--- config.mk ---
export PLATFORM = sky130hd
export DESIGN_NAME = grasp_task_sequencer
export DESIGN_NICKNAME = d
export VERILOG_FILES = /design/src/gts_pkg.sv /design/src/grasp_task_sequencer.sv /design/src/gts_queue.sv /design/src/gts_front.sv /design/src/gts_back.sv
export SDC_FILE = /design/constraint.sdc
export NUM_CORES = 1
export LEC_CHECK = 0
export ABC_AREA = 1
export BUFFER_PORTS_ARGS = -buffer_cell sky130_fd_sc_hd__buf_4
export CAP_MARGIN = 10
export CORE_ASPECT_RATIO = 1.75
export CORE_MARGIN = 2
export CORE_UTILIZATION = 45
export CTS_BUF_LIST = sky130_fd_sc_hd__clkbuf_8
export DETAILED_ROUTE_END_ITERATION = 8
export PLACE_DENSITY = 0.63
export SYNTH_ARGS = -nofsm -noshare
export SYNTH_HDL_FRONTEND = slang
export SYNTH_SLANG_ARGS = --single-unit
export TNS_END_PERCENT = 100
--- constraint.sdc ---
create_clock -name clk -period 6.94 [get_ports clk]
set_input_delay 1.388 -clock clk [delete_from_list [all_inputs] [get_ports clk]]
set_output_delay 1.388 -clock clk [all_outputs]
set_load 0.05 [all_outputs]
--- src/gts_pkg.sv ---
// ----------------------------------------------------------------------------
// gts_pkg
// Types, step codes and command codes shared by the grasp task sequencer.
// ----------------------------------------------------------------------------
package gts_pkg;

  localparam int unsigned AGE_W   = 20;
  localparam int unsigned WIDTH_W = 16;
  localparam logic [AGE_W-1:0] AGE_MAX = {AGE_W{1'b1}};

  // steps
  localparam logic [3:0] S_IDLE          = 4'd0;
  localparam logic [3:0] S_PLANNING      = 4'd1;
  localparam logic [3:0] S_CHOSEN        = 4'd2;
  localparam logic [3:0] S_OPEN_JAW      = 4'd3;
  localparam logic [3:0] S_MOVE_STANDOFF = 4'd4;
  localparam logic [3:0] S_AT_STANDOFF   = 4'd5;
  localparam logic [3:0] S_MOVE_HANDLE   = 4'd6;
  localparam logic [3:0] S_AT_HANDLE     = 4'd7;
  localparam logic [3:0] S_CLOSE_JAW     = 4'd8;
  localparam logic [3:0] S_CHECK_GRASP   = 4'd9;
  localparam logic [3:0] S_HOLDING       = 4'd10;
  localparam logic [3:0] S_MOVE_BASE     = 4'd11;
  localparam logic [3:0] S_SUCCESS       = 4'd12;
  localparam logic [3:0] S_FAILED        = 4'd13;
  localparam logic [3:0] S_E_STOP        = 4'd14;

  // commands
  localparam logic [3:0] CMD_TICK     = 4'd0;
  localparam logic [3:0] CMD_STOP     = 4'd1;
  localparam logic [3:0] CMD_PLAN     = 4'd2;
  localparam logic [3:0] CMD_START    = 4'd3;
  localparam logic [3:0] CMD_ADVANCE  = 4'd4;
  localparam logic [3:0] CMD_CLOSE    = 4'd5;
  localparam logic [3:0] CMD_OPEN     = 4'd6;
  localparam logic [3:0] CMD_HOME     = 4'd7;
  localparam logic [3:0] CMD_PLAN_RES = 4'd8;

  // controller states
  localparam logic [2:0] CS_IDLE    = 3'd0;
  localparam logic [2:0] CS_REACHED = 3'd2;
  localparam logic [2:0] CS_STALLED = 3'd3;
  localparam logic [2:0] CS_PILLOW  = 3'd4;
  localparam logic [2:0] CS_ABORTED = 3'd5;

  // grip verdicts
  localparam logic [1:0] GRIP_HELD  = 2'd1;
  localparam logic [1:0] GRIP_EMPTY = 2'd2;

  // actions
  localparam logic [2:0] ACT_NONE     = 3'd0;
  localparam logic [2:0] ACT_STANDOFF = 3'd1;
  localparam logic [2:0] ACT_HANDLE   = 3'd2;
  localparam logic [2:0] ACT_CLOSE    = 3'd3;
  localparam logic [2:0] ACT_HOME     = 3'd4;

  // reject reasons
  localparam logic [2:0] REJ_NONE        = 3'd0;
  localparam logic [2:0] REJ_PLAN_BUSY   = 3'd1;
  localparam logic [2:0] REJ_NEED_PLAN   = 3'd2;
  localparam logic [2:0] REJ_NO_PLAN     = 3'd3;
  localparam logic [2:0] REJ_NEED_STANDOFF = 3'd4;
  localparam logic [2:0] REJ_EARLY_CLOSE = 3'd5;
  localparam logic [2:0] REJ_WAIT        = 3'd6;

  // fault reasons
  localparam logic [2:0] FLT_NONE        = 3'd0;
  localparam logic [2:0] FLT_SILENT      = 3'd1;
  localparam logic [2:0] FLT_LEG_MISSED  = 3'd2;
  localparam logic [2:0] FLT_ARM_STOPPED = 3'd3;
  localparam logic [2:0] FLT_JAW_OPEN    = 3'd4;
  localparam logic [2:0] FLT_JAW_SETTLE  = 3'd5;
  localparam logic [2:0] FLT_GRIP        = 3'd6;

  // configuration register indexes
  localparam logic [1:0] REG_SILENCE  = 2'd0;
  localparam logic [1:0] REG_JAW_TMO  = 2'd1;
  localparam logic [1:0] REG_JAW_TGT  = 2'd2;
  localparam logic [1:0] REG_JAW_TOL  = 2'd3;

  typedef struct packed {
    logic [AGE_W-1:0]   ctrl_silence_limit;
    logic [AGE_W-1:0]   jaw_timeout_limit;
    logic [WIDTH_W-1:0] jaw_open_target;
    logic [WIDTH_W-1:0] jaw_open_tolerance;
  } cfg_t;

  // classified word handed from front to back
  typedef struct packed {
    logic [3:0] command;
    logic       plan_ok;
    logic       arm_heard;
    logic       arm_moving;
    logic [2:0] ctrl_state;
    logic       silent;
    logic       jaw_opened;
    logic       verdict;
    logic       jaw_halted;
    logic       carrying;
    logic       auto_run;
  } cls_t;

  typedef struct packed {
    logic [3:0] step_code;
    logic [2:0] action;
    logic       accepted;
    logic [2:0] reject_reason;
    logic [2:0] fault_reason;
    logic       backout_kept;
  } res_t;

  function automatic logic step_busy(input logic [3:0] s);
    step_busy = (s == S_PLANNING) || (s == S_OPEN_JAW) || (s == S_MOVE_STANDOFF) ||
                (s == S_MOVE_HANDLE) || (s == S_CLOSE_JAW) || (s == S_CHECK_GRASP) ||
                (s == S_MOVE_BASE);
  endfunction

endpackage

--- src/grasp_task_sequencer.sv ---
// ----------------------------------------------------------------------------
// grasp_task_sequencer
// Fifteen-step pick sequencer for a gripper arm: front classifier, two-word
// queue, back end holding step, prior step and step age.
// ----------------------------------------------------------------------------
//  channel  handshake             payload
//  in       in_valid/in_ready     command, controller, jaw and grip status
//  out      out_valid/out_ready   step, action, accept/reject, fault, backout
//  cfg      cfg_valid/cfg_ready   cfg_index (2b), cfg_data (20b)
//
//  one word per cycle sustained while the output is not stalled; each word
//  passes a queue entry, then the output register, on its way to a result
//  the back end updates the step and the output register in the same cycle
//  synchronous active-low reset restores step idle and the register defaults
//  a stalled output holds the back end; the queue keeps in_ready up for up
//  to two more words
// ----------------------------------------------------------------------------
module grasp_task_sequencer #(
  parameter int unsigned SILENCE_RESET = 2000,
  parameter int unsigned JAW_TMO_RESET = 3000,
  parameter int unsigned JAW_TGT_RESET = 8000,
  parameter int unsigned JAW_TOL_RESET = 200
) (
  input  logic        clk,
  input  logic        rst_n,
  input  logic        cfg_valid,
  output logic        cfg_ready,
  input  logic [1:0]  cfg_index,
  input  logic [19:0] cfg_data,
  input  logic        in_valid,
  output logic        in_ready,
  input  logic [3:0]  in_command,
  input  logic        in_arm_heard,
  input  logic        in_arm_moving,
  input  logic [2:0]  in_ctrl_state,
  input  logic [19:0] in_ctrl_age,
  input  logic        in_jaw_fresh,
  input  logic [15:0] in_jaw_width,
  input  logic        in_jaw_halted,
  input  logic [1:0]  in_grip,
  input  logic        in_carrying,
  input  logic        in_auto_run,
  input  logic        in_plan_ok,
  output logic        out_valid,
  input  logic        out_ready,
  output logic [3:0]  out_step_code,
  output logic [2:0]  out_action,
  output logic        out_accepted,
  output logic [2:0]  out_reject_reason,
  output logic [2:0]  out_fault_reason,
  output logic        out_backout_kept
);

  gts_pkg::cfg_t cfg_r, cfg_nxt;
  gts_pkg::cls_t q_din, q_dout;
  gts_pkg::res_t res;
  logic          q_push, q_full, q_pop, q_not_empty;

  assign cfg_ready = 1'b1;

  always_comb begin
    cfg_nxt = cfg_r;
    if (cfg_valid) begin
      case (cfg_index)
        gts_pkg::REG_SILENCE: cfg_nxt.ctrl_silence_limit = cfg_data;
        gts_pkg::REG_JAW_TMO: cfg_nxt.jaw_timeout_limit  = cfg_data;
        gts_pkg::REG_JAW_TGT: cfg_nxt.jaw_open_target    = cfg_data[15:0];
        gts_pkg::REG_JAW_TOL: cfg_nxt.jaw_open_tolerance = cfg_data[15:0];
        default: begin
        end
      endcase
    end
  end

  always_ff @(posedge clk) begin
    if (!rst_n) begin
      cfg_r.ctrl_silence_limit <= SILENCE_RESET[19:0];
      cfg_r.jaw_timeout_limit  <= JAW_TMO_RESET[19:0];
      cfg_r.jaw_open_target    <= JAW_TGT_RESET[15:0];
      cfg_r.jaw_open_tolerance <= JAW_TOL_RESET[15:0];
    end else begin
      cfg_r <= cfg_nxt;
    end
  end

  gts_front u_front (
    .cfg              (cfg_r),
    .in_valid         (in_valid),
    .in_ready         (in_ready),
    .in_command       (in_command),
    .in_arm_heard     (in_arm_heard),
    .in_arm_moving    (in_arm_moving),
    .in_ctrl_state    (in_ctrl_state),
    .in_ctrl_age      (in_ctrl_age),
    .in_jaw_fresh     (in_jaw_fresh),
    .in_jaw_width     (in_jaw_width),
    .in_jaw_halted    (in_jaw_halted),
    .in_grip          (in_grip),
    .in_carrying      (in_carrying),
    .in_auto_run      (in_auto_run),
    .in_plan_ok       (in_plan_ok),
    .q_full           (q_full),
    .q_push           (q_push),
    .q_din            (q_din)
  );

  gts_queue u_queue (
    .clk       (clk),
    .rst_n     (rst_n),
    .push      (q_push),
    .din       (q_din),
    .full      (q_full),
    .pop       (q_pop),
    .dout      (q_dout),
    .not_empty (q_not_empty)
  );

  gts_back u_back (
    .clk         (clk),
    .rst_n       (rst_n),
    .cfg         (cfg_r),
    .q_not_empty (q_not_empty),
    .q_dout      (q_dout),
    .q_pop       (q_pop),
    .out_valid   (out_valid),
    .out_ready   (out_ready),
    .res         (res)
  );

  assign out_step_code     = res.step_code;
  assign out_action        = res.action;
  assign out_accepted      = res.accepted;
  assign out_reject_reason = res.reject_reason;
  assign out_fault_reason  = res.fault_reason;
  assign out_backout_kept  = res.backout_kept;

  a_acc_no_reason: assert property (@(posedge clk) disable iff (!rst_n)
    (out_valid && out_accepted) |-> (out_reject_reason == gts_pkg::REJ_NONE))
    else $error("accepted word carries a reject reason");

  a_fault_step: assert property (@(posedge clk) disable iff (!rst_n)
    (out_valid && (out_fault_reason != gts_pkg::FLT_NONE)) |->
    ((out_step_code == gts_pkg::S_FAILED) || (out_step_code == gts_pkg::S_HOLDING)))
    else $error("fault reported outside failed or holding");

  a_backout_failed: assert property (@(posedge clk) disable iff (!rst_n)
    (out_valid && out_backout_kept) |-> (out_step_code == gts_pkg::S_FAILED))
    else $error("backout kept without failure");

  a_pop_needs_word: assert property (@(posedge clk) disable iff (!rst_n)
    q_pop |=> out_valid)
    else $error("popped word did not reach the output");

endmodule

--- src/gts_queue.sv ---
// ----------------------------------------------------------------------------
// gts_queue
// Two-entry queue of classified words between front and back.
// ----------------------------------------------------------------------------
module gts_queue (
  input  logic          clk,
  input  logic          rst_n,
  input  logic          push,
  input  gts_pkg::cls_t din,
  output logic          full,
  input  logic          pop,
  output gts_pkg::cls_t dout,
  output logic          not_empty
);

  gts_pkg::cls_t mem_r [2];
  logic       wr_ptr_r, wr_ptr_nxt;
  logic       rd_ptr_r, rd_ptr_nxt;
  logic [1:0] cnt_r, cnt_nxt;
  logic       do_push, do_pop;

  assign full      = (cnt_r == 2'd2);
  assign not_empty = (cnt_r != 2'd0);
  assign dout      = mem_r[rd_ptr_r];
  assign do_push   = push && !full;
  assign do_pop    = pop && not_empty;

  always_comb begin
    wr_ptr_nxt = do_push ? ~wr_ptr_r : wr_ptr_r;
    rd_ptr_nxt = do_pop ? ~rd_ptr_r : rd_ptr_r;
    cnt_nxt    = cnt_r;
    if (do_push && !do_pop) begin
      cnt_nxt = cnt_r + 2'd1;
    end else if (do_pop && !do_push) begin
      cnt_nxt = cnt_r - 2'd1;
    end
  end

  always_ff @(posedge clk) begin
    if (!rst_n) begin
      wr_ptr_r <= 1'b0;
      rd_ptr_r <= 1'b0;
      cnt_r    <= 2'd0;
    end else begin
      wr_ptr_r <= wr_ptr_nxt;
      rd_ptr_r <= rd_ptr_nxt;
      cnt_r    <= cnt_nxt;
    end
  end

  always_ff @(posedge clk) begin
    if (do_push) begin
      mem_r[wr_ptr_r] <= din;
    end
  end

endmodule

--- src/gts_front.sv ---
// ----------------------------------------------------------------------------
// gts_front
// Accepts input words and reduces the status fields to the flags the
// sequencer needs: controller silence, jaw opened, grip verdict.
// ----------------------------------------------------------------------------
module gts_front (
  input  gts_pkg::cfg_t          cfg,
  input  logic                   in_valid,
  output logic                   in_ready,
  input  logic [3:0]             in_command,
  input  logic                   in_arm_heard,
  input  logic                   in_arm_moving,
  input  logic [2:0]             in_ctrl_state,
  input  logic [gts_pkg::AGE_W-1:0]   in_ctrl_age,
  input  logic                   in_jaw_fresh,
  input  logic [gts_pkg::WIDTH_W-1:0] in_jaw_width,
  input  logic                   in_jaw_halted,
  input  logic [1:0]             in_grip,
  input  logic                   in_carrying,
  input  logic                   in_auto_run,
  input  logic                   in_plan_ok,
  input  logic                   q_full,
  output logic                   q_push,
  output gts_pkg::cls_t          q_din
);

  logic [gts_pkg::WIDTH_W-1:0] open_thr;

  assign in_ready = !q_full;
  assign q_push   = in_valid && !q_full;

  // threshold floors at zero
  assign open_thr = (cfg.jaw_open_target > cfg.jaw_open_tolerance) ?
                    (cfg.jaw_open_target - cfg.jaw_open_tolerance) : '0;

  always_comb begin
    q_din.command       = in_command;
    q_din.plan_ok       = in_plan_ok;
    q_din.arm_heard     = in_arm_heard;
    q_din.arm_moving    = in_arm_moving;
    q_din.ctrl_state    = in_ctrl_state;
    q_din.silent        = in_arm_heard && (in_ctrl_age > cfg.ctrl_silence_limit);
    q_din.jaw_opened    = in_jaw_fresh && (in_jaw_width >= open_thr);
    q_din.verdict       = (in_grip == gts_pkg::GRIP_HELD) || (in_grip == gts_pkg::GRIP_EMPTY);
    q_din.jaw_halted    = in_jaw_halted;
    q_din.carrying      = in_carrying;
    q_din.auto_run      = in_auto_run;
  end

endmodule

--- src/gts_back.sv ---
// ----------------------------------------------------------------------------
// gts_back
// Step register, step age and command handling; one word per cycle, while the
// output is not stalled, into a registered result.
// ----------------------------------------------------------------------------
module gts_back (
  input  logic          clk,
  input  logic          rst_n,
  input  gts_pkg::cfg_t cfg,
  input  logic          q_not_empty,
  input  gts_pkg::cls_t q_dout,
  output logic          q_pop,
  output logic          out_valid,
  input  logic          out_ready,
  output gts_pkg::res_t res
);

  logic [3:0]                step_r, step_nxt;
  logic [3:0]                prior_r, prior_nxt;
  logic [gts_pkg::AGE_W-1:0] age_r, age_nxt, age_inc;
  logic                      out_valid_r;
  gts_pkg::res_t             res_r, res_nxt;
  logic                      leg_broken, leg_reached;
  logic [2:0]                leg_fault;
  logic                      jaw_tmo, s_busy;
  gts_pkg::cls_t             w;

  assign w         = q_dout;
  assign q_pop     = q_not_empty && (!out_valid_r || out_ready);
  assign out_valid = out_valid_r;
  assign res       = res_r;
  assign s_busy    = gts_pkg::step_busy(step_r);

  assign age_inc = (age_r == gts_pkg::AGE_MAX) ? age_r : age_r + 1'b1;
  assign jaw_tmo = age_inc > cfg.jaw_timeout_limit;

  // leg watch
  always_comb begin
    leg_broken  = 1'b0;
    leg_reached = 1'b0;
    leg_fault   = gts_pkg::FLT_NONE;
    if (w.silent) begin
      leg_broken = 1'b1;
      leg_fault  = gts_pkg::FLT_SILENT;
    end else if (!w.arm_heard || !w.arm_moving) begin
      if (age_inc > cfg.ctrl_silence_limit) begin
        leg_broken = 1'b1;
        leg_fault  = gts_pkg::FLT_LEG_MISSED;
      end
    end else if ((w.ctrl_state == gts_pkg::CS_IDLE) ||
                 (w.ctrl_state == gts_pkg::CS_STALLED) ||
                 (w.ctrl_state == gts_pkg::CS_PILLOW) ||
                 (w.ctrl_state == gts_pkg::CS_ABORTED)) begin
      leg_broken = 1'b1;
      leg_fault  = gts_pkg::FLT_ARM_STOPPED;
    end else begin
      leg_reached = (w.ctrl_state == gts_pkg::CS_REACHED);
    end
  end

  always_comb begin
    step_nxt  = step_r;
    prior_nxt = prior_r;
    age_nxt   = age_r;
    res_nxt   = '0;
    res_nxt.accepted = 1'b1;
    case (w.command)
      gts_pkg::CMD_TICK: begin
        age_nxt = age_inc;
        case (step_r)
          gts_pkg::S_OPEN_JAW: begin
            if (w.jaw_opened) begin
              step_nxt       = gts_pkg::S_MOVE_STANDOFF;
              res_nxt.action = gts_pkg::ACT_STANDOFF;
            end else if (jaw_tmo) begin
              step_nxt             = gts_pkg::S_FAILED;
              res_nxt.fault_reason = gts_pkg::FLT_JAW_OPEN;
            end
          end
          gts_pkg::S_MOVE_STANDOFF, gts_pkg::S_MOVE_HANDLE, gts_pkg::S_MOVE_BASE: begin
            if (leg_broken) begin
              step_nxt             = gts_pkg::S_FAILED;
              res_nxt.fault_reason = leg_fault;
              res_nxt.backout_kept = (step_r != gts_pkg::S_MOVE_BASE);
            end else if (leg_reached) begin
              if (step_r == gts_pkg::S_MOVE_STANDOFF) begin
                step_nxt = gts_pkg::S_AT_STANDOFF;
              end else if (step_r == gts_pkg::S_MOVE_HANDLE) begin
                step_nxt = gts_pkg::S_AT_HANDLE;
              end else begin
                step_nxt = w.carrying ? gts_pkg::S_SUCCESS : gts_pkg::S_IDLE;
              end
            end
          end
          gts_pkg::S_AT_STANDOFF: begin
            if (w.auto_run) begin
              step_nxt       = gts_pkg::S_MOVE_HANDLE;
              res_nxt.action = gts_pkg::ACT_HANDLE;
            end
          end
          gts_pkg::S_AT_HANDLE: begin
            if (w.auto_run) begin
              step_nxt       = gts_pkg::S_CLOSE_JAW;
              res_nxt.action = gts_pkg::ACT_CLOSE;
            end
          end
          gts_pkg::S_CLOSE_JAW: begin
            if (w.verdict || w.jaw_halted) begin
              step_nxt = gts_pkg::S_CHECK_GRASP;
            end else if (jaw_tmo) begin
              step_nxt             = gts_pkg::S_HOLDING;
              res_nxt.fault_reason = gts_pkg::FLT_JAW_SETTLE;
            end
          end
          gts_pkg::S_CHECK_GRASP: begin
            if (w.verdict) begin
              step_nxt = gts_pkg::S_HOLDING;
            end else if (jaw_tmo) begin
              step_nxt             = gts_pkg::S_HOLDING;
              res_nxt.fault_reason = gts_pkg::FLT_GRIP;
            end
          end
          gts_pkg::S_HOLDING: begin
            if (w.auto_run) begin
              step_nxt       = gts_pkg::S_MOVE_BASE;
              res_nxt.action = gts_pkg::ACT_HOME;
            end
          end
          default: begin
          end
        endcase
      end
      gts_pkg::CMD_STOP: begin
        step_nxt = gts_pkg::S_E_STOP;
      end
      gts_pkg::CMD_PLAN: begin
        if ((step_r == gts_pkg::S_IDLE) || (step_r == gts_pkg::S_CHOSEN) ||
            (step_r == gts_pkg::S_SUCCESS) || (step_r == gts_pkg::S_FAILED) ||
            (step_r == gts_pkg::S_E_STOP)) begin
          prior_nxt = step_r;
          step_nxt  = gts_pkg::S_PLANNING;
        end else begin
          res_nxt.accepted      = 1'b0;
          res_nxt.reject_reason = gts_pkg::REJ_PLAN_BUSY;
        end
      end
      gts_pkg::CMD_START: begin
        if (step_r == gts_pkg::S_CHOSEN) begin
          step_nxt = gts_pkg::S_OPEN_JAW;
        end else begin
          res_nxt.accepted      = 1'b0;
          res_nxt.reject_reason = (s_busy || (step_r == gts_pkg::S_AT_STANDOFF) ||
                                   (step_r == gts_pkg::S_AT_HANDLE) ||
                                   (step_r == gts_pkg::S_HOLDING)) ?
                                  gts_pkg::REJ_NEED_PLAN : gts_pkg::REJ_NO_PLAN;
        end
      end
      gts_pkg::CMD_ADVANCE: begin
        if (step_r == gts_pkg::S_AT_STANDOFF) begin
          step_nxt = gts_pkg::S_MOVE_HANDLE;
        end else begin
          res_nxt.accepted      = 1'b0;
          res_nxt.reject_reason = gts_pkg::REJ_NEED_STANDOFF;
        end
      end
      gts_pkg::CMD_CLOSE: begin
        if (!s_busy && (step_r != gts_pkg::S_AT_STANDOFF)) begin
          if ((step_r == gts_pkg::S_AT_HANDLE) || (step_r == gts_pkg::S_HOLDING)) begin
            step_nxt = gts_pkg::S_CLOSE_JAW;
          end
        end else begin
          res_nxt.accepted      = 1'b0;
          res_nxt.reject_reason = (step_r == gts_pkg::S_AT_STANDOFF) ?
                                  gts_pkg::REJ_EARLY_CLOSE : gts_pkg::REJ_WAIT;
        end
      end
      gts_pkg::CMD_OPEN, gts_pkg::CMD_HOME: begin
        if (!s_busy) begin
          if (w.command == gts_pkg::CMD_HOME) begin
            step_nxt = gts_pkg::S_MOVE_BASE;
          end else if (step_r == gts_pkg::S_HOLDING) begin
            step_nxt = gts_pkg::S_AT_HANDLE;
          end
        end else begin
          res_nxt.accepted      = 1'b0;
          res_nxt.reject_reason = gts_pkg::REJ_WAIT;
        end
      end
      gts_pkg::CMD_PLAN_RES: begin
        if (step_r == gts_pkg::S_PLANNING) begin
          if (w.plan_ok) begin
            step_nxt = gts_pkg::S_CHOSEN;
          end else begin
            step_nxt = (prior_r == gts_pkg::S_CHOSEN) ? gts_pkg::S_IDLE : prior_r;
          end
        end
      end
      default: begin
        res_nxt.accepted = 1'b0;
      end
    endcase
    if (step_nxt != step_r) begin
      age_nxt = '0;
    end
    res_nxt.step_code = step_nxt;
  end

  always_ff @(posedge clk) begin
    if (!rst_n) begin
      step_r      <= gts_pkg::S_IDLE;
      prior_r     <= gts_pkg::S_IDLE;
      age_r       <= '0;
      out_valid_r <= 1'b0;
    end else begin
      if (q_pop) begin
        step_r  <= step_nxt;
        prior_r <= prior_nxt;
        age_r   <= age_nxt;
      end
      if (q_pop) begin
        out_valid_r <= 1'b1;
      end else if (out_ready) begin
        out_valid_r <= 1'b0;
      end
    end
  end

  always_ff @(posedge clk) begin
    if (q_pop) begin
      res_r <= res_nxt;
    end
  end

endmodule

==> parameters.txt, run 1 <==
Parameter                              Value

Yosys
  Synthesized area divided by synthesized cell count    ~7.3 µm²
  Multiplexer share of the synthesized area    0.103%
  Area fraction in and, or, nand and nor cells after synthesis    around a quarter
  Yosys warning count    0
  Register bit count reported by yosys    153
  Total nets after synthesis    roughly 1,500
  Register area share after synthesis    between 30% and 40%
  Mapped cell area    around 10000 µm²
  Most numerous cell in the Yosys netlist    sky130_fd_sc_hd__nand2_1
  Post-synthesis instance total    1,328
  Post-synth ARST share    0%
  Largest family of logic cells by synthesized area    simple AND/OR/NAND/NOR gates
  Post-Synth XOR/XNOR Area    under 10%
  Ys flop type    sky130_fd_sc_hd__dfxtp_1
  Post-synth top area share    21.8%
  Library cells used by synthesis    48
  Number of enable-type register cells in the synthesized netlist    47
  Compound-cell area share of the yosys netlist    between 10% and 20%
  Synth cell count leaders    264 x sky130_fd_sc_hd__nand2_1, 156 x sky130_fd_sc_hd__inv_1, 147 x sky130_fd_sc_hd__a21oi_1
  Area leader, netlist    sky130_fd_sc_hd__dfxtp_1
  Arithmetic-cell share of the synthesized area counting full adders, half adders and majority gates    between 10% and 20%
  Area contributors post-synth    sky130_fd_sc_hd__dfxtp_1 22%, sky130_fd_sc_hd__edfxtp_1 15%, sky130_fd_sc_hd__ha_1 12%

STA
  Unrepaired setup endpoints after global routing    no
  Final count of hold timing violations    0
  Total Neg Setup Slack    0 ns
  Min cycle time layout    approximately 5.3 ns
  Worst-Margin Slew    about 0.97 ns
  Clock skew    ~0.015 ns
  Share of the clock period used by the worst path after layout    between 70 and 80%
  Max Freq    0.187 GHz
  Final number of setup-violating endpoints    0
  Max-slew violations    0
  Worst hold slack    approximately 0.46 ns
  Normalized max-slew margin    between 30% and 40%

Clock network
  TritonCTS clock tree    yes
  Root Buffer Master    sky130_fd_sc_hd__clkbuf_8
  Htree depth    4
  CTS Hold Buffers Added    0
  Insertion delay to the later sink of the worst-skew pair    roughly 0.48 ns
  CTS Buf Count    17
  Clock sink total    about 150
  Count of instances resized after the clock tree is built    0
  Post CTS Setup Buffer Count    0
  Clock-pin slew on the worst setup and hold paths    0.09 ns
  Clock Path Buffers    2

Floorplanning
  X dimension of the die    approximately 120 µm
  Die span in y    199 µm
  Initial cell density of the core    a little under half
  Ports placed on the boundary    a little under 100
  Full die area    about 23,000 µm²
  Row cnt    71
  Total core area    21,400 µm²

Critical path
  FF-to-FF path depth    37
  Most repeated library cell on the critical path    sky130_fd_sc_hd__nand2_1
  Largest incremental delay on the critical path    roughly 0.4 ns
  Sort of element at the start of the critical path    flip-flop
  Worst path bufs/invs    4
  Crit-path max FO    40
  Crit Reg-Reg Endpoint    u_back.age_r[19]$_SDFFE_PN0P_
  Setup Crit Path Kind    reg -> reg
  Master of the slowest instance on the critical path    sky130_fd_sc_hd__dfxtp_1
  Data arrival time of the critical path    between 5 and 6 ns
  Minimum setup slack among reg-to-reg paths    1.59 ns
  Required @ worst endpoint    between 7 and 8 ns
  Critical path endpoint category    flip-flop
  Cell type group with the largest total delay on the critical path    simple AND/OR/NAND/NOR gates
  Reg-to-Reg Start    u_back.age_r[1]$_SDFFE_PN0P_

Placed design
  Number of placed cells counting well taps    1,680
  Buffers on Ports    95
  Global placement routability congestion    between 0.9 and 1
  Final HPWL DP    ~22 mm

Cells and area
  Area added between synthesis and finish    14.1%
  Ant. Diodes    0
  Post-route insts no fill    between 1,500 and 2,000
  Share of cells above drive strength 1    around 13%
  Core occupancy in the finished layout    between 50% and 60%
  Count of nets after finishing    ~1,600

Flow run
  Number of maximum-capacitance violations    0

Route
  DRC violation total after the first TritonRoute iteration    470
  Routed length per instance    about 17 µm
  Iteration count of the initial detailed-routing pass    5
  Total vias in the final route    ~9,100
  Post-Route WL    28.5 mm
  Antenna-violating nets left    0
  Average vias per placed instance    about 5.3
  Residual DRC count    0

Global routing
  Global Route Usage Sum    25.6%
  Global-route wire length before repair    44.5 mm
  Initial antenna violation count    0
  Vias in the first global route    slightly below 9,000
  Largest net degree at the start of global routing    100
  Global route overflow    0

Worst hold path
  Worst Hold Path Cells    1
  Source of the worst hold timing path    u_queue.rd_ptr_r$_SDFFE_PN0P_
  Min-Delay Path Class    reg -> reg

Pwr
  Combinational Power Share    between 50% and 60%
  Post-layout total power    4.08 mW
  Worst IR drop on VDD    approximately 0.22 mV
  Relative contribution of sequential cells to total power    between 30% and 40%
  Standby leakage power    a little over 5 nW
  Total internal power    approximately 2.2 mW
  Reported net switching power    about 1.9 mW
  Total power density per cell area    approximately 370 nW/µm²
  Clk network pwr share    18.9%
  Switching part of the total    a little under half

Outcome
  Result of the run    completed
==> through the flow <==
step                      cell area, µm²  worst slack, ns
after floorplan                     9730             3.11
after global placement             10700             1.78
after detailed placement           10700             1.69
after CTS                          11100             1.64
after global routing               11100            0.952
final                              11100             1.59
==> final cells by class <==
| cell class | count | area, µm² |
|---|---|---|
| fill | 2155 | 10300 |
| multi-input combinational | 958 | 5340 |
| sequential | 153 | 3530 |
| timing repair buffer | 102 | 766 |
| inverter | 175 | 659 |
| tap | 292 | 365 |
| clock buffer | 18 | 248 |
| clock inverter | 14 | 196 |
==> worst reg2reg max path, delay by kind of cell, from the launching register on <==
kind	cells	cell delay, ns
flip-flops	1	0.40
adder cells (fa/ha/maj)	2	0.50
XOR/XNOR	1	0.10
buffers and inverters	4	0.87
AND/OR/NAND/NOR	30	3.41
==> how the worst max path moves through the flow <==
stage                                       from                             to  slack [ns]  cells after the start
floorplan           u_back.age_r[0]$_SDFFE_PN0P_  u_back.age_r[16]$_SDFFE_PN0P_        3.11                     35
global route        u_back.age_r[0]$_SDFFE_PN0P_   u_back.age_r[5]$_SDFFE_PN0P_        0.95                     37
detailed placement  u_back.age_r[1]$_SDFFE_PN0P_   u_back.age_r[9]$_SDFFE_PN0P_        1.69                     37
finish              u_back.age_r[1]$_SDFFE_PN0P_  u_back.age_r[19]$_SDFFE_PN0P_        1.59                     37
CTS                 u_back.age_r[1]$_SDFFE_PN0P_  u_back.age_r[19]$_SDFFE_PN0P_        1.64                     37
global placement    u_back.age_r[0]$_SDFFE_PN0P_   u_back.age_r[4]$_SDFFE_PN0P_        1.78                     36
==> cells by family (layout without fill, tap and decap cells) <==
group / count (synthesis) / in the layout
simple gates: 548 / 548
compound gates: 300 / 300
buf+inv: 217 / 309
flops: 153 / 153
fa+ha+maj: 95 / 95
xor+xnor: 13 / 13
other cells: 1 / 1
mux: 1 / 1
==> layer usage <==
metal	part of all wire, %	vias up	track usage, %
li1	-	4614	-
met1	34	4154	23.4
met2	56	239	50.7
met3	3.3	84	3.75
met4	6.0	0	16.0
met5	0	-	0
==> sequential cells by signal, summed over array words and instances (netlist names), named ones only <==
name	count
cfg_r	72
u_queue.mem_r	32
u_back.age_r	20
u_back.res	15
u_back.prior_r	4
u_back.step_r	4
u_queue.cnt_r	2
u_back.out_valid	1
u_queue.rd_ptr_r	1
u_queue.wr_ptr_r	1
==> power groups by stage <==
| stage | clock network, mW | registers, mW | logic, mW |
|---|---|---|---|
| detailed placement | 0 | 1.25 | 2.08 |
| CTS | 0.782 | 1.23 | 2.08 |
| floorplan | 0 | 1.34 | 1.45 |
| global route | 0.812 | 1.25 | 2.33 |
| finish | 0.770 | 1.23 | 2.08 |
| global placement | 0 | 1.25 | 2.04 |
==> placed cells by master (no fill, tap or decap), drive strengths merged <==
master	n
nand2	270
inv	175
a21oi	147
nor2	126
o21ai	108
dfxtp	106
nand3	104
buf	102
ha	94
edfxtp	47
nor3	20
o211ai	19
clkbuf	18
nand4	13
or2	10
clkinv	10
xor2	7
xnor2	6
a211oi	5
o21bai	5
bufinv	4
a21o	3
nor4	3
a31oi	3
o22ai	2
o221ai	2
nand3b	2
o21a	1
o31ai	1
o22a	1
mux2i	1
a2111oi	1
a21boi	1
o32ai	1
fa	1
conb	1
Note: power is estimated with default switching activity, not from simulation.
==> run 2: changes to the inputs <==
--- a/config.mk
+++ b/config.mk
@@ -13,7 +13,7 @@
 export CORE_UTILIZATION = 45
 export CTS_BUF_LIST = sky130_fd_sc_hd__clkbuf_8
 export DETAILED_ROUTE_END_ITERATION = 8
-export PLACE_DENSITY = 0.63
+export PLACE_DENSITY = 0.66
 export SYNTH_ARGS = -nofsm -noshare
 export SYNTH_HDL_FRONTEND = slang
 export SYNTH_SLANG_ARGS = --single-unit
==> constraint.sdc (replaced) <==
create_clock -name clk -period 4.48 [get_ports clk]
set_input_delay 0.896 -clock clk [delete_from_list [all_inputs] [get_ports clk]]
set_output_delay 0.896 -clock clk [all_outputs]
set_load 0.05 [all_outputs]
==> parameters.txt, run 2 (synthesized netlist as in run 1, its figures left out) <==
Parameter                              Value

Route
  Post-Route WL    30.7 mm (was 28.5 mm)
  Residual DRC count    0 (unchanged)
  Routed length per instance    17.3 µm (was 16.6 µm)
  Total vias in the final route    9,518 (was 9,091)
  Average vias per placed instance    5.36 (was 5.31)
  Iteration count of the initial detailed-routing pass    5 (unchanged)
  Antenna-violating nets left    0 (unchanged)
  DRC violation total after the first TritonRoute iteration    468 (was 470)

Outcome
  Result of the run    finished, violations left (was completed)
  Violations in the final reports    setup timing

Cells and area
  Share of cells above drive strength 1    23.0% (was 12.8%)
  Max FFs per register    72 (unchanged)
  Multi-input combinational cell area    5800 µm² (was 5340 µm²)
  Most frequent cells in the layout    236 x sky130_fd_sc_hd__nand2_1, 155 x sky130_fd_sc_hd__inv_1, 152 x sky130_fd_sc_hd__buf_4 (was 264 x sky130_fd_sc_hd__nand2_1, 157 x sky130_fd_sc_hd__inv_1, 146 x sky130_fd_sc_hd__a21oi_1)
  Final standard cell area without fillers    12,200 µm² (was 11,100 µm²)
  Most common library cell in the layout ignoring fill and taps    sky130_fd_sc_hd__nand2_1 (unchanged)
  Footprint of the flip-flops and latches    3540 µm² (was 3530 µm²)
  Count of nets after finishing    1,646 (was 1,581)
  Area added between synthesis and finish    25.0% (was 14.1%)
  Most flop-heavy register    cfg_r (unchanged)
  Ant. Diodes    0 (unchanged)
  Core occupancy in the finished layout    56.8% (was 51.9%)
  Top Registers    cfg_r: 72 flops, u_queue.mem_r: 32 flops, u_back.age_r: 20 flops (unchanged)
  Fill cell instance count of the final layout    2,025 (was 2,155)

Critical path
  Crit-path max FO    8 (was 40)
  Origin of the worst setup path    u_back.age_r[1]$_SDFFE_PN0P_ (unchanged)
  Reg-to-Reg Start    u_back.age_r[1]$_SDFFE_PN0P_ (unchanged)
  Data arrival time of the critical path    4.92 ns (was 5.76 ns)
  FF-to-FF path depth    35 (was 37)
  Setup Crit Path Kind    reg -> reg (unchanged)
  Sort of element at the start of the critical path    flip-flop (unchanged)
  Critical path endpoint category    flip-flop (unchanged)
  Cell type group with the largest total delay on the critical path    simple AND/OR/NAND/NOR gates (unchanged)
  Most repeated library cell on the critical path    sky130_fd_sc_hd__nand2_1 (unchanged)
  Required @ worst endpoint    4.90 ns (was 7.35 ns)
  Master of the slowest instance on the critical path    sky130_fd_sc_hd__dfxtp_2 (was sky130_fd_sc_hd__dfxtp_1)
  Largest incremental delay on the critical path    0.37 ns (was 0.40 ns)
  Minimum setup slack among reg-to-reg paths    -0.02 ns (was 1.59 ns)
  Worst path bufs/invs    4 (unchanged)
  Crit Reg-Reg Endpoint    u_back.age_r[13]$_SDFFE_PN0P_ (was u_back.age_r[19]$_SDFFE_PN0P_)

Floorplanning
  Row cnt    71 (unchanged)
  Die span in y    199 µm (unchanged)
  Ports placed on the boundary    97 (unchanged)
  Full die area    22,900 µm² (unchanged)
  Total core area    21,400 µm² (unchanged)
  X dimension of the die    115 µm (unchanged)
  Initial cell density of the core    45.5% (unchanged)

Global routing
  Largest net degree at the start of global routing    71 (was 100)
  Global route overflow    0 (unchanged)
  Vias in the first global route    9,293 (was 8,846)
  Global-route wire length before repair    46.2 mm (was 44.5 mm)
  Initial antenna violation count    0 (unchanged)
  Global Route Usage Sum    26.6% (was 25.6%)

STA
  Max Freq    0.222 GHz (was 0.187 GHz)
  Min cycle time layout    4.50 ns (was 5.35 ns)
  Final count of hold timing violations    0 (unchanged)
  Final number of setup-violating endpoints    5 (was 0)
  Normalized max-slew margin    35.6% (was 35.2%)
  Worst setup slack after layout    -0.0181 ns (was 1.59 ns)
  Clock skew    0.0175 ns (was 0.0150 ns)
  Worst-Margin Slew    0.963 ns (was 0.972 ns)
  Max-slew violations    0 (unchanged)
  Unrepaired setup endpoints after global routing    yes (was no)
  Share of the clock period used by the worst path after layout    100% (was 77.1%)

Pwr
  Combinational Power Share    58.9% (was 51.0%)
  Post-layout total power    7.29 mW (was 4.08 mW)
  Total power density per cell area    599 nW/µm² (was 368 nW/µm²)
  Standby leakage power    5.58 nW (was 5.07 nW)
  Clk network pwr share    15.4% (was 18.9%)
  Switching part of the total    46.7% (was 47.2%)
  Relative contribution of sequential cells to total power    25.7% (was 30.2%)
  Worst IR drop on VDD    0.363 mV (was 0.217 mV)
  Reported net switching power    3.40 mW (was 1.93 mW)
  Total internal power    3.89 mW (was 2.15 mW)

Placed design
  Buffers on Ports    95 (unchanged)
  Placement-stage cell area    11,000 µm² (was 10,700 µm²)
  Global placement routability congestion    0.976 (was 0.986)
  Worst setup slack before clock tree synthesis    -0.173 ns (was 1.69 ns)
  Final HPWL DP    22.8 mm (was 22.2 mm)

Worst hold path
  Worst Hold Path Cells    1 (unchanged)
  Min-Delay Path Class    reg -> reg (unchanged)
  Source of the worst hold timing path    u_queue.rd_ptr_r$_SDFFE_PN0P_ (unchanged)

Clock network
  Clock-pin slew on the worst setup and hold paths    0.09 ns (about the same)
  TritonCTS clock tree    yes (unchanged)
  Clock Path Buffers    2 (unchanged)
  Htree depth    4 (unchanged)
  CTS Buf Count    17 (unchanged)
  Insertion delay to the later sink of the worst-skew pair    0.49 ns (was 0.48 ns)
  CTS Hold Buffers Added    0 (unchanged)
  Root Buffer Master    sky130_fd_sc_hd__clkbuf_8 (unchanged)
  Clock sink total    153 (unchanged)

Flow run
  Number of maximum-capacitance violations    0 (unchanged)
run 2: cell types whose count changed in the layout (fill, tap and decap cells not counted), sizes merged:
cell and change:
clkinv -1, bufinv -1, inv +2, clkinvlp +1, clkbuf +3, buf +61
run 2: metal layers:
metal / track usage (%) / part of all wire (%) / routed length (µm)
met3: 3.99 / 3.3 / 1020
met2: 51.0 / 54 / 16700
met1: 24.3 / 33 / 10300
met5: 0 / 0 / 0
met4: 20.5 / 8.7 / 2670
run 2: how the worst max path moves through the flow:
| stage | cells after the start | slack (ns) | endpoint |
|---|---|---|---|
| detailed placement | 34 | -0.17 | u_back.age_r[4]$_SDFFE_PN0P_ |
| finish | 35 | -0.02 | u_back.age_r[13]$_SDFFE_PN0P_ |
| global route | 28 | -0.36 | u_back.age_r[9]$_SDFFE_PN0P_ |
| floorplan | 35 | 0.65 | u_back.age_r[16]$_SDFFE_PN0P_ |
| global placement | 34 | -0.10 | u_back.age_r[2]$_SDFFE_PN0P_ |
| CTS | 34 | 0.02 | u_back.age_r[4]$_SDFFE_PN0P_ |
run 2: repair_timing:
item,4_1_cts,5_1_grt
setup buffers,1,15
setup endpoints to repair,20,22
gates resized for setup,13,108
pin swaps,2,51
gates cloned,0,7
run 2: per-stage QoR:
step           instances  setup TNS, ns  hold WS (ns)
2_1_floorplan       1328              0         0.426
3_3_place_gp        1725          -1.80         0.437
3_5_place_dp        1725          -2.89         0.447
4_1_cts             1758              0         0.458
5_1_grt             1777          -6.75         0.479
6_report            1777        -0.0336         0.458
run 2: power by group through the flow:
stage	combinational [mW]	sequential, mW	clock [mW]
6_report	4.29	1.87	1.12
5_1_grt	4.69	1.90	1.20
4_1_cts	3.58	1.86	1.14
3_5_place_dp	3.52	1.89	0
3_3_place_gp	3.49	1.89	0
2_1_floorplan	2.25	2.07	0
run 2: area by class of cell:
cell class                      count  area share, %
Multi-Input combinational cell    958           47.7
Sequential cell                   153           29.1
Timing Repair Buffer              167           11.4
Inverter                          175           5.42
Tap cell                          292           3.00
Clock buffer                       17           1.92
Clock inverter                     15           1.44
